$ cat config.mk
export PLATFORM = sky130hd
export DESIGN_NAME = pwmtc_div_lane
export DESIGN_NICKNAME = d
export VERILOG_FILES = /design/src/pwmtc_pkg.sv /design/src/pwmtc_div_lane.sv
export SDC_FILE = /design/constraint.sdc
export NUM_CORES = 1
export LEC_CHECK = 0
export ABC_AREA = 1
export BUFFER_PORTS_ARGS = -buffer_cell sky130_fd_sc_hd__clkbuf_2
export CORE_AREA = 2 2 74 111
export DETAILED_ROUTE_END_ITERATION = 10
export DIE_AREA = 0 0 76 113
export PLACE_DENSITY = 0.86
export REMOVE_ABC_BUFFERS = 1
export SYNTH_ARGS = -nofsm -noshare
export SYNTH_HDL_FRONTEND = slang
export SYNTH_SLANG_ARGS = --single-unit
$ cat constraint.sdc
create_clock -name clock -period 2.3 [get_ports clock]
set_input_delay 0.115 -clock clock [delete_from_list [all_inputs] [get_ports clock]]
set_output_delay 0.115 -clock clock [all_outputs]
set_load 0.1 [all_outputs]
$ cat src/pwmtc_pkg.sv
`timescale 1ns / 1ps
// -----------------------------------------------------------------------------
// pwmtc_pkg
// Shared types, constants and the consensus function of the profile matrix unit.
// -----------------------------------------------------------------------------
package pwmtc_pkg;

   localparam int DEF_MAX_COLUMNS = 32;
   localparam int COUNT_W         = 16;
   localparam int NORM_W          = 10;
   localparam int SUM_W           = 18;
   localparam int DIVIDEND_W      = 26;
   localparam int SCORE_W         = 17;
   localparam int CSR_W           = 7;
   localparam int CODE_W          = 4;
   localparam int PER_MILLE       = 1000;
   localparam int PERCENT         = 100;
   localparam int CONS_SCALE      = 10;
   localparam logic [CSR_W-1:0] CUTOFF_RESET = 7'd85;

   localparam logic [CODE_W-1:0] CODE_A = 4'd0;
   localparam logic [CODE_W-1:0] CODE_W_IUPAC = 4'd4;
   localparam logic [CODE_W-1:0] CODE_B = 4'd10;
   localparam logic [CODE_W-1:0] CODE_N = 4'd14;

   typedef struct packed {
      logic [COUNT_W-1:0] count_a;
      logic [COUNT_W-1:0] count_c;
      logic [COUNT_W-1:0] count_g;
      logic [COUNT_W-1:0] count_t;
      logic               last_column;
   } req_item_type;

   typedef struct packed {
      logic [5:0]        position;
      logic [NORM_W-1:0] norm_a;
      logic [NORM_W-1:0] norm_c;
      logic [NORM_W-1:0] norm_g;
      logic [NORM_W-1:0] norm_t;
      logic [CODE_W-1:0] consensus_code;
      logic [15:0]       min_forward_score;
      logic [15:0]       min_reverse_score;
      logic [15:0]       max_score;
      logic [15:0]       cutoff_score;
      logic              last_result;
   } rsp_item_type;

   typedef struct packed {
      logic busy;
      logic done;
   } div_status_type;

   function automatic logic [15:0] sat16(input logic [SCORE_W-1:0] v);
      sat16 = (v > SCORE_W'(16'hFFFF)) ? 16'hFFFF : v[15:0];
   endfunction

   // Tiered IUPAC pick: single bases, then best double, then best triple, else n.
   function automatic logic [CODE_W-1:0] pick_code(input logic [NORM_W-1:0] wa,
                                                   input logic [NORM_W-1:0] wc,
                                                   input logic [NORM_W-1:0] wg,
                                                   input logic [NORM_W-1:0] wt,
                                                   input logic [10:0] cut);
      logic [11:0]       d [14];
      logic [11:0]       cx;
      logic [11:0]       best;
      logic [CODE_W-1:0] which;
      logic [CODE_W-1:0] code;
      logic              found;
      d[0]  = 12'(wa);
      d[1]  = 12'(wc);
      d[2]  = 12'(wg);
      d[3]  = 12'(wt);
      d[4]  = 12'(wa) + 12'(wt);
      d[5]  = 12'(wc) + 12'(wg);
      d[6]  = 12'(wc) + 12'(wt);
      d[7]  = 12'(wa) + 12'(wg);
      d[8]  = 12'(wa) + 12'(wc);
      d[9]  = 12'(wg) + 12'(wt);
      d[10] = 12'(wc) + 12'(wg) + 12'(wt);
      d[11] = 12'(wa) + 12'(wg) + 12'(wt);
      d[12] = 12'(wa) + 12'(wc) + 12'(wt);
      d[13] = 12'(wa) + 12'(wc) + 12'(wg);
      cx    = 12'(cut);
      code  = CODE_N;
      found = 1'b0;
      for (int k = 0; k < 4; k++) begin
         if (!found && d[k] >= cx) begin
            code  = CODE_A + CODE_W'(k);
            found = 1'b1;
         end
      end
      best  = '0;
      which = '0;
      for (int k = 4; k < 10; k++) begin
         if (d[k] > best && d[k] >= cx) begin
            best  = d[k];
            which = CODE_W'(k);
         end
      end
      if (!found && best != '0) begin
         code  = which;
         found = 1'b1;
      end
      best  = '0;
      which = '0;
      for (int k = 10; k < 14; k++) begin
         if (d[k] > best && d[k] >= cx) begin
            best  = d[k];
            which = CODE_W'(k);
         end
      end
      if (!found && best != '0) begin
         code = which;
      end
      pick_code = code;
   endfunction

endpackage

$ cat src/pwmtc_div_lane.sv
`timescale 1ns / 1ps
// -----------------------------------------------------------------------------
// pwmtc_div_lane
// Restoring divider lane, one quotient bit per cycle; zero divisor gives zero.
// -----------------------------------------------------------------------------
module pwmtc_div_lane
   import pwmtc_pkg::*;
(
   input  logic                  clock,
   input  logic                  reset,
   input  logic                  start,
   input  logic [DIVIDEND_W-1:0] dividend,
   input  logic [SUM_W-1:0]      divisor,
   output div_status_type        status,
   output logic [DIVIDEND_W-1:0] quotient
);

   localparam int CNT_W = $clog2(DIVIDEND_W);

   logic [SUM_W:0]        rem_ff, rem_in;
   logic [DIVIDEND_W-1:0] quo_ff, quo_in;
   logic [SUM_W-1:0]      dsr_ff;
   logic [CNT_W-1:0]      cnt_ff, cnt_in;
   logic                  busy_ff, busy_in;
   logic                  done_ff, done_in;
   logic [SUM_W:0]        trial;

   assign trial = {rem_ff[SUM_W-1:0], quo_ff[DIVIDEND_W-1]};

   always_comb begin
      rem_in  = rem_ff;
      quo_in  = quo_ff;
      cnt_in  = cnt_ff;
      busy_in = busy_ff;
      done_in = 1'b0;
      if (start) begin
         rem_in  = '0;
         quo_in  = dividend;
         cnt_in  = '0;
         busy_in = 1'b1;
      end else if (busy_ff) begin
         if (trial >= {1'b0, dsr_ff}) begin
            rem_in = trial - {1'b0, dsr_ff};
            quo_in = {quo_ff[DIVIDEND_W-2:0], 1'b1};
         end else begin
            rem_in = trial;
            quo_in = {quo_ff[DIVIDEND_W-2:0], 1'b0};
         end
         cnt_in = cnt_ff + CNT_W'(1);
         if (cnt_ff == CNT_W'(DIVIDEND_W - 1)) begin
            busy_in = 1'b0;
            done_in = 1'b1;
         end
      end
   end

   always_ff @(posedge clock) begin
      if (reset) begin
         busy_ff <= 1'b0;
         done_ff <= 1'b0;
         cnt_ff  <= '0;
      end else begin
         busy_ff <= busy_in;
         done_ff <= done_in;
         cnt_ff  <= cnt_in;
      end
      rem_ff <= rem_in;
      quo_ff <= quo_in;
      if (start) begin
         dsr_ff <= divisor;
      end
   end

   assign status.busy = busy_ff;
   assign status.done = done_ff;
   assign quotient    = (dsr_ff == '0) ? '0 : quo_ff;

endmodule

==> metrics <==
Power per Cell Area around 690 nW/um^2; area growth from synthesis to final layout 32.5%; gr usage total 0.266; Req. time, crit path roughly 2.2 ns; Placer Congestion between 0.8 and 0.9; Multi-input gate area ~1900 sq um; CTS tree built; Routed WL between 10000 and 15000 um; syn_area_per_cell around 7.5 sq um; Netlist cell types 35; fraction of registers with async set/reset 0; DR vias ~4.0k; CTS Buffer Depth 2; clk sinks 69; Post-synth top cells 159 x nand2_1, 95 x inv_1, 53 x nor2_1; sw frac 0.309; internal power 2.63 mW; initial antenna violation count 0; Register Area roughly 1800 sq um; Final period util 0.947; WL met3 around 720 um; core area roughly 7600 sq um; MaxCap Viol Count 0; CTS clk-pin slew, worst paths ~0.06 ns; Post-synth EDFFs 44; CP startpoint kind flip-flop; largest net degree at the start of global routing ~70; crit path max fanout 26; Reg power frac 0.381; Total Power 3.81 mW; synthesized area about 4200 sq um; cells after synthesis 557; io pins between 70 and 80; Worst setup EP type output pin; Metal-1 WL about 4000 um; Place WS 0.105 ns; die area 8590 sq um; Antenna Diode Count 0; combinational share of power 0.250; Synth top area share 0.315; final setup fails 0; largest area contributor in the netlist edfxtp_1; H-tree depth 3; P_sw around 1.2 mW; Fmax 459 MHz; TritonCTS buffer count 9; vias in the first global route about 4.2k; clock share of power 0.369; DRC 0; Iter 0 DRT Violations about 450; Ys Warns 0; RSZ-0062 raised after global routing yes; Max Used Layer met4; main flop type after synthesis edfxtp_1; WP data arrival about 2.1 ns; Nets between 700 and 800; status finished clean; most common cell in the netlist nand2_1; Die Y 113 um; Hold Path Class in -> reg; final hold violation count 0; vias per cell approximately 5.3; register area share after synthesis 0.435; Setup Crit Path Kind reg -> out; first drt pass iteration count 5; clk_lat worst skew around 0.33 ns; met2 WL around 5800 um; Detail Route Antenna Nets 0; worst-margin pin slew around 0.68 ns; layout cells sized above 1 0.172; register bit total from synthesis 69; Hold WS about 0.07 ns; ranking of synthesized cells by area edfxtp_1 32%, nand2_1 14%, dfxtp_1 12%, inv_1 8.5%, ha_1 6.0%; Rows 39; # fillers a little under 500; Chip Width between 70 and 80 um; dpl hpwl about 7600 um; root buffer cell clkbuf_16; LEAKAGE about 2.7 nW; Slew HR 0.549; Clock Skews ~0.0055 ns; Initial Utilization 0.554; gr ovfl total 0; min cycle time layout around 2.2 ns; Setup TNS 0 ns; postcts setup bufs 0; Max Slew Vio Count 0; first-pass GRT wire length between 15000 and 20000 um; Peak VDD IR just under 800 uV; Final Worst Setup Slack ~0.12 ns; mean routed wirelength per cell 14.5 um; IO Port Bufs 74
-- logic make-up after synthesis --
family                   after synthesis  synth area share
AND/OR/NAND/NOR                      289             0.302
buffers and inverters                116             0.113
flip-flops                            69             0.435
AO/OA/AOI/OAI                         54            0.0684
adder cells (fa/ha/maj)               21            0.0645
XOR/XNOR                               8            0.0167
-- per-layer routing --
metal  global-route usage  up-vias
li1                     -     1952
met3               0.0574       47
met4                0.153        0
met5                    0        -
met2                0.496      189
met1                0.274     1818
-- layout make-up --
class | instances | area share
flip-flops and latches | 69 | 0.328
multi-input cells | 372 | 0.347
repair buffers | 99 | 0.181
well taps | 102 | 0.0230
clock inverters | 3 | 0.00811
inverters | 97 | 0.0656
clock buffers | 13 | 0.0469
-- cell usage in the layout (no fill, tap or decap), types with 2 or more instances in the layout --
master,netlist,final
edfxtp_1,44,44
inv_1,95,95
buf_12,0,27
nand2_2,6,6
a21oi_1,12,12
dlygate4sd3_1,0,18
clkbuf_1,7,2
xnor2_1,7,7
clkbuf_16,0,9
clkbuf_8,0,2
nor3_2,2,2
o21ai_0,32,32
dfxtp_1,25,25
nor3_1,5,5
clkinv_1,2,2
nand2_1,159,159
nor2_1,53,53
nor4_1,4,2
clkbuf_2,1,48
buf_4,3,6
nand3_1,36,36
ha_1,20,20
nand4_1,4,4
nand3b_1,15,15
o21ai_1,4,4
clkinvlp_4,0,2
nor4_2,0,2
-- state kept, by name, summed over array words and instances, names as in the netlist --
register  cells
busy_ff       1
cnt_ff        5
done_ff       1
dsr_ff       18
quo_ff       26
rem_ff       18
-- path summary, 6_finish.rpt --
path / slack [ns] / start / cells past startpoint / endpoint
max: 0.12 / dsr_ff[12] / 6 / quotient[25]
max reg2reg: 0.16 / quo_ff[25] / 14 / rem_ff[14]
min reg2reg: 0.47 / rem_ff[14] / 2 / rem_ff[14]
min: 0.07 / dividend[14] / 3 / quo_ff[14]
-- power groups by stage --
stage / Clock (mW) / Combinational [mW] / Sequential, mW
floorplan: 0 / 0.564 / 1.47
global placement: 0 / 0.896 / 1.47
detailed placement: 0 / 0.914 / 1.47
CTS: 1.42 / 0.947 / 1.45
global route: 1.46 / 1.00 / 1.46
finish: 1.40 / 0.954 / 1.45
-- repair_timing --
item | CTS | global route
hold buffers | 18 | 0
gates resized for setup | 0 | 5
endpoints found under the setup margin | 0 | 33
endpoints found under the hold margin | 18 | 0
-- worst max-delay path, stage by stage (launching register included) --
cell,delay [ns]
edfxtp_1,0.40
nor4_2,0.42
nand4_1,0.20
nor3_2,0.23
buf_12,0.21
nor2_1,0.10
buf_12,0.17
-- stage by stage --
stage / instances / area [sq um] / utilization
after global routing: 755 / 5550 / 0.734
final: 755 / 5550 / 0.734
after detailed placement: 721 / 5030 / 0.666
after CTS: 755 / 5520 / 0.730
after floorplan: 538 / 4080 / -
after global placement: 721 / 5030 / 0.666
No activity file was read; power rests on OpenSTA's default activity.
