`src/pwmtc_pkg.sv`:
```
`timescale 1ns / 1ps
// -----------------------------------------------------------------------------
// pwmtc_pkg
// Shared types, constants and the consensus function of the profile matrix unit.
// -----------------------------------------------------------------------------
package pwmtc_pkg;

   localparam int DEF_MAX_COLUMNS = 32;
   localparam int COUNT_W         = 16;
   localparam int NORM_W          = 10;
   localparam int SUM_W           = 18;
   localparam int DIVIDEND_W      = 26;
   localparam int SCORE_W         = 17;
   localparam int CSR_W           = 7;
   localparam int CODE_W          = 4;
   localparam int PER_MILLE       = 1000;
   localparam int PERCENT         = 100;
   localparam int CONS_SCALE      = 10;
   localparam logic [CSR_W-1:0] CUTOFF_RESET = 7'd85;

   localparam logic [CODE_W-1:0] CODE_A = 4'd0;
   localparam logic [CODE_W-1:0] CODE_W_IUPAC = 4'd4;
   localparam logic [CODE_W-1:0] CODE_B = 4'd10;
   localparam logic [CODE_W-1:0] CODE_N = 4'd14;

   typedef struct packed {
      logic [COUNT_W-1:0] count_a;
      logic [COUNT_W-1:0] count_c;
      logic [COUNT_W-1:0] count_g;
      logic [COUNT_W-1:0] count_t;
      logic               last_column;
   } req_item_type;

   typedef struct packed {
      logic [5:0]        position;
      logic [NORM_W-1:0] norm_a;
      logic [NORM_W-1:0] norm_c;
      logic [NORM_W-1:0] norm_g;
      logic [NORM_W-1:0] norm_t;
      logic [CODE_W-1:0] consensus_code;
      logic [15:0]       min_forward_score;
      logic [15:0]       min_reverse_score;
      logic [15:0]       max_score;
      logic [15:0]       cutoff_score;
      logic              last_result;
   } rsp_item_type;

   typedef struct packed {
      logic busy;
      logic done;
   } div_status_type;

   function automatic logic [15:0] sat16(input logic [SCORE_W-1:0] v);
      sat16 = (v > SCORE_W'(16'hFFFF)) ? 16'hFFFF : v[15:0];
   endfunction

   // Tiered IUPAC pick: single bases, then best double, then best triple, else n.
   function automatic logic [CODE_W-1:0] pick_code(input logic [NORM_W-1:0] wa,
                                                   input logic [NORM_W-1:0] wc,
                                                   input logic [NORM_W-1:0] wg,
                                                   input logic [NORM_W-1:0] wt,
                                                   input logic [10:0] cut);
      logic [11:0]       d [14];
      logic [11:0]       cx;
      logic [11:0]       best;
      logic [CODE_W-1:0] which;
      logic [CODE_W-1:0] code;
      logic              found;
      d[0]  = 12'(wa);
      d[1]  = 12'(wc);
      d[2]  = 12'(wg);
      d[3]  = 12'(wt);
      d[4]  = 12'(wa) + 12'(wt);
      d[5]  = 12'(wc) + 12'(wg);
      d[6]  = 12'(wc) + 12'(wt);
      d[7]  = 12'(wa) + 12'(wg);
      d[8]  = 12'(wa) + 12'(wc);
      d[9]  = 12'(wg) + 12'(wt);
      d[10] = 12'(wc) + 12'(wg) + 12'(wt);
      d[11] = 12'(wa) + 12'(wg) + 12'(wt);
      d[12] = 12'(wa) + 12'(wc) + 12'(wt);
      d[13] = 12'(wa) + 12'(wc) + 12'(wg);
      cx    = 12'(cut);
      code  = CODE_N;
      found = 1'b0;
      for (int k = 0; k < 4; k++) begin
         if (!found && d[k] >= cx) begin
            code  = CODE_A + CODE_W'(k);
            found = 1'b1;
         end
      end
      best  = '0;
      which = '0;
      for (int k = 4; k < 10; k++) begin
         if (d[k] > best && d[k] >= cx) begin
            best  = d[k];
            which = CODE_W'(k);
         end
      end
      if (!found && best != '0) begin
         code  = which;
         found = 1'b1;
      end
      best  = '0;
      which = '0;
      for (int k = 10; k < 14; k++) begin
         if (d[k] > best && d[k] >= cx) begin
            best  = d[k];
            which = CODE_W'(k);
         end
      end
      if (!found && best != '0) begin
         code = which;
      end
      pick_code = code;
   endfunction

endpackage

```
`src/pwmtc_merge.sv`:
```
`timescale 1ns / 1ps
// -----------------------------------------------------------------------------
// pwmtc_merge
// Combine the four lane weights: pick the column maximum.
// -----------------------------------------------------------------------------
module pwmtc_merge
   import pwmtc_pkg::*;
(
   input  logic [NORM_W-1:0] w_a,
   input  logic [NORM_W-1:0] w_c,
   input  logic [NORM_W-1:0] w_g,
   input  logic [NORM_W-1:0] w_t,
   output logic [NORM_W-1:0] hi
);

   logic [NORM_W-1:0] hi_ac, hi_gt;

   assign hi_ac = (w_c > w_a) ? w_c : w_a;
   assign hi_gt = (w_t > w_g) ? w_t : w_g;
   assign hi    = (hi_gt > hi_ac) ? hi_gt : hi_ac;

endmodule
```
`config.mk`:
```
export PLATFORM = sky130hd
export DESIGN_NAME = pwmtc_merge
export DESIGN_NICKNAME = d
export VERILOG_FILES = /design/src/pwmtc_pkg.sv /design/src/pwmtc_merge.sv
export SDC_FILE = /design/constraint.sdc
export NUM_CORES = 1
export LEC_CHECK = 0
export ABC_CLOCK_PERIOD_IN_PS = 5200
export BUFFER_PORTS_ARGS = -buffer_cell sky130_fd_sc_hd__buf_2
export CORE_UTILIZATION = 49
export DETAILED_ROUTE_END_ITERATION = 10
export GPL_TIMING_DRIVEN = 0
export PLACE_DENSITY = 0.81
export SETUP_SLACK_MARGIN = 0.3
export SYNTH_ARGS = -nofsm -noshare
export SYNTH_HDL_FRONTEND = slang
export SYNTH_SLANG_ARGS = --single-unit
```
`constraint.sdc`:
```
create_clock -name vclk -period 5.2
set_clock_uncertainty 0.05 [all_clocks]
set_input_delay 1.04 -clock vclk [all_inputs]
set_output_delay 1.04 -clock vclk [all_outputs]
set_load 0.005 [all_outputs]
```
==> reports/qor.txt, run 1 <==
Area fraction of the dominant cell type after synthesis: 25.1%
Worst_ep kind: primary output
Hold_buf cts: 0
Post-synthesis sequential area ratio: 0%
Synth warnings: 0
Yosys top cell by area: ha_1
Gate Count Post-Synth: 210
Hpwl dp: 3560 um
Run Error: [ERROR GRT-0232] Routing congestion too high. Check the congestion heatmap in the GUI.
Die height: 57.3 um
GRT overflow: 150
Failed at: 5_1_grt
Status: aborted with a tool error
Worst endpoint after global-route timing repair: hi[4]
Final GP Congestion: 0.860
DP Worst Slack: -334 ps
Largest net degree at the start of global routing: 11
Die Wd: 57.3 um
Syn Std Cell Area: 1500 sq um
Io pins: 50
Initial Util: 52.9%
Overall Global Routing Usage: 83.5%
Syn Nets: 280
Area contributors post-synth: ha_1 (25%), a221oi_2 (10%), a2111oi_1 (6.7%)
Cell variety after synth: 34
Num rows: 19
IO Port Bufs: 50
Mean Syn Cell Area: 7.13 sq um
## Yosys cell counts (2+ instances only)
| library cell | instances |
|---|---|
| a2111oi_1 | 10 |
| a211oi_1 | 13 |
| a21o_1 | 2 |
| a21oi_1 | 16 |
| a221oi_2 | 10 |
| and3_1 | 10 |
| buf_2 | 3 |
| clkbuf_1 | 13 |
| ha_1 | 30 |
| inv_1 | 26 |
| nand2_1 | 7 |
| nand2b_1 | 3 |
| nand3_1 | 9 |
| nand4_1 | 6 |
| nor2_1 | 2 |
| nor3_1 | 11 |
| nor4_1 | 9 |
| o211ai_1 | 2 |
| o21ai_0 | 3 |
| o21ai_1 | 10 |
| or3_1 | 2 |
## kinds of logic after synthesis
logic type / after synthesis / synth area share, %
buffers and inverters: 45 / 12.1
muxes: 1 / 0.668
and+or+nand+nor: 62 / 23.1
AOI/OAI and AO/OA: 72 / 39.1
adders and majority gates: 30 / 25.1
## timing repair
action / 4_1_cts
cloned: 3
pin swaps: 31
setup endpoints to repair: 10
gates resized for setup: 75
setup buffers: 10
## layer usage
metal  overflow  track usage [%]
met3          0             50.6
met4         55              102
met5          0                0
met1          0             80.7
met2         95              111
## metrics by stage
stage,setup TNS [ps],instances,utilization [%],area (sq um),hold slack [ps]
detailed placement,-3030,291,72.1,2040,2460
CTS,-1810,304,88.7,2510,2460
global placement,-2680,291,72.1,2040,2460
floorplan,0,210,-,1750,2230
==> run 2: changes to the inputs <==
==> config.mk (replaced) <==
export PLATFORM = sky130hd
export DESIGN_NAME = pwmtc_merge
export DESIGN_NICKNAME = d
export VERILOG_FILES = /design/src/pwmtc_pkg.sv /design/src/pwmtc_merge.sv
export SDC_FILE = /design/constraint.sdc
export NUM_CORES = 1
export LEC_CHECK = 0
export ABC_CLOCK_PERIOD_IN_PS = 6750
export BUFFER_PORTS_ARGS = -buffer_cell sky130_fd_sc_hd__buf_2
export CORE_UTILIZATION = 40
export DETAILED_ROUTE_END_ITERATION = 10
export GPL_TIMING_DRIVEN = 0
export PLACE_DENSITY_LB_ADDON = 0.15
export SYNTH_ARGS = -nofsm -noshare
export SYNTH_HDL_FRONTEND = slang
export SYNTH_SLANG_ARGS = --single-unit
==> constraint.sdc (replaced) <==
create_clock -name vclk -period 6.75
set_clock_uncertainty 0.05 [all_clocks]
set_input_delay 1.35 -clock vclk [all_inputs]
set_output_delay 1.35 -clock vclk [all_outputs]
set_load 0.005 [all_outputs]
==> reports/qor.txt, run 2 <==
Cell variety after synth: 34
CP Class: in2out
Hpwl dp: 3410 um
Hold crit path type: in2out
Synth warnings: 0
Final GP Congestion: 0.781
Hold Fails Final Rpt: 0
Post-Route WL: 3960 um
DR vias: 1709
Core area: 3470 sq um
Pwr Density: 146 nW/um^2
Lkg Pwr: 0.000863 uW
Mean Syn Cell Area: 7.13 sq um
IO Port Bufs: 50
Synth Area in Simple Gates: 23.1%
Worst path required time: 5350 ps
Final setup fails: 0
RSZ-0062 raised after global routing: no
Final std cell area, no fill: 1810 sq um
Number of clock buffers in the layout: 0
CP Max Fanout: 10
Setup TNS: 0 ps
Detail Route Antenna Nets: 0
Vias in the first global route: 1510
Worst-Margin Slew: 475 ps
Area grow syn2layout: 21.1%
Die ar.: 3990 sq um
Period utilization: 96.5%
Final #Nets: 332
Minimum clock period: 6510 ps
Overall Global Routing Usage: 19.4%
Fin. max-slew vios: 0
Placed Area: 1810 sq um
Largest net degree at the start of global routing: 11
Compound-cell area share of the yosys netlist: 39.1%
Io pins: 50
Initial Util: 43.2%
Commonest non-fill, non-tap cell in the layout: buf_2
GRT overflow: 0
Die Wd: 63.2 um
Max Cap Violations: 0
Post-Synth XOR/XNOR Area: 0%
# diodes: 0
Most frequent cells in the layout: buf_2 (53), ha_1 (30), inv_1 (26)
Sequential cells: 0
Post-synthesis mux area share: 0.668%
Gate Count Post-Synth: 210
Count leader, synth: ha_1
Share of cells above drive strength 1: 27.7%
DR WL/cell: 12.9 um
Largest family of logic cells by synthesized area: compound AO/OA/AOI/OAI gates
Fmax: 154 MHz
Syn Nets: 280
Crit. End Element: output pin
Area contributors post-synth: ha_1 (25%), a221oi_2 (10%), a2111oi_1 (6.7%)
Post-synthesis adder-cell area fraction: 25.1%
Syn Std Cell Area: 1500 sq um
Area fraction of the dominant cell type after synthesis: 25.1%
Number of DRC markers in iteration 0: 109
Post-synthesis sequential area ratio: 0%
First-pass GRT wire length: 6580 um
Drt first pass iters: 4
CP arrival: 5110 ps
Die height: 63.2 um
Min-Delay Startpoint: w_g[7]
Slew headroom: 68.3%
Vias/cell: 5.58
WHS Path Cells: 4
Setup crit start kind: input pin
Num rows: 21
Reg area: 0 sq um
Synth top cells by count: ha_1 (30), inv_1 (26), a21oi_1 (16)
Maximum VDD drop: 0.107 mV
Status: completed
Yosys top cell by area: ha_1
DR DRC count: 0
Initial antenna violation count: 0
Hold worst-path end: hi[7]
[run 2: layout make-up]
cell class	count	area (sq um)
plain buffers	19	86.3
well taps	46	57.6
repair buffers	50	250
fillers	398	1660
inverters	26	97.6
multi-input cells	165	1320
[run 2: worst max-delay path by stage]
| stage | end | slack [ps] | startpoint | cells past startpoint |
|---|---|---|---|---|
| 3_5_place_dp | hi[4] | 60 | w_g[3] | 18 |
| 2_1_floorplan | hi[4] | 730 | w_g[3] | 16 |
| 3_3_place_gp | hi[4] | 100 | w_g[3] | 18 |
| 5_1_grt | hi[4] | 9 | w_g[9] | 18 |
| 4_1_cts | hi[4] | 50 | w_g[3] | 18 |
| 6_report | hi[1] | 240 | w_g[3] | 18 |
[run 2: power by group]
group | internal (uW) | total [uW] | switching (uW)
sequential | 0 | 0 | 0
clock | 0 | 0 | 0
combinational | 118 | 265 | 147
[run 2: cell families (layout without fill, tap and decap cells)]
group | count (synthesis) | in the layout
and+or+nand+nor | 62 | 62
adders and majority gates | 30 | 30
AOI/OAI and AO/OA | 72 | 72
buffers and inverters | 45 | 95
muxes | 1 | 1
[run 2: what timing repair did]
item | in CTS | in global routing
hold buffers | 0 | 0
endpoints found under the setup margin | 0 | 10
resized for setup | 0 | 5
hold endpoints to repair | 0 | 0
setup buffers | 0 | 0
[run 2: routing by layer]
layer,up-vias,routed length [um],global-route usage [%]
met3,0,128,0.362
met1,744,2110,28.9
met2,36,1720,32.7
li1,929,-,-
met4,0,0,0
met5,-,0,0
[run 2: per-stage QoR]
stage               power, uW  utilization [%]  worst slack (ps)  std cells  hold WS, ps
floorplan                 186                -               727        210         2850
CTS                       261             52.1              49.6        306         3080
global route              294             52.3              8.72        306         3120
global placement          256             52.1               100        306         3080
finish                    265             52.3               238        306         3070
detailed placement        259             52.1              59.9        306         3080
[run 2: worst max-delay path, stage by stage]
cell and delay, ps:
buf_2 90, inv_1 50, ha_1 300, a21o_1 160, a21o_1 170, a2111o_1 410
buf_2 190, and2_4 180, buf_2 180, o21ai_1 160, ha_1 270, a21oi_1 190
o21ai_1 110, a2111oi_2 470, clkbuf_2 310, nor3_1 90, a221oi_2 280, buf_2 160
No activity file was read; power rests on OpenSTA's default activity.
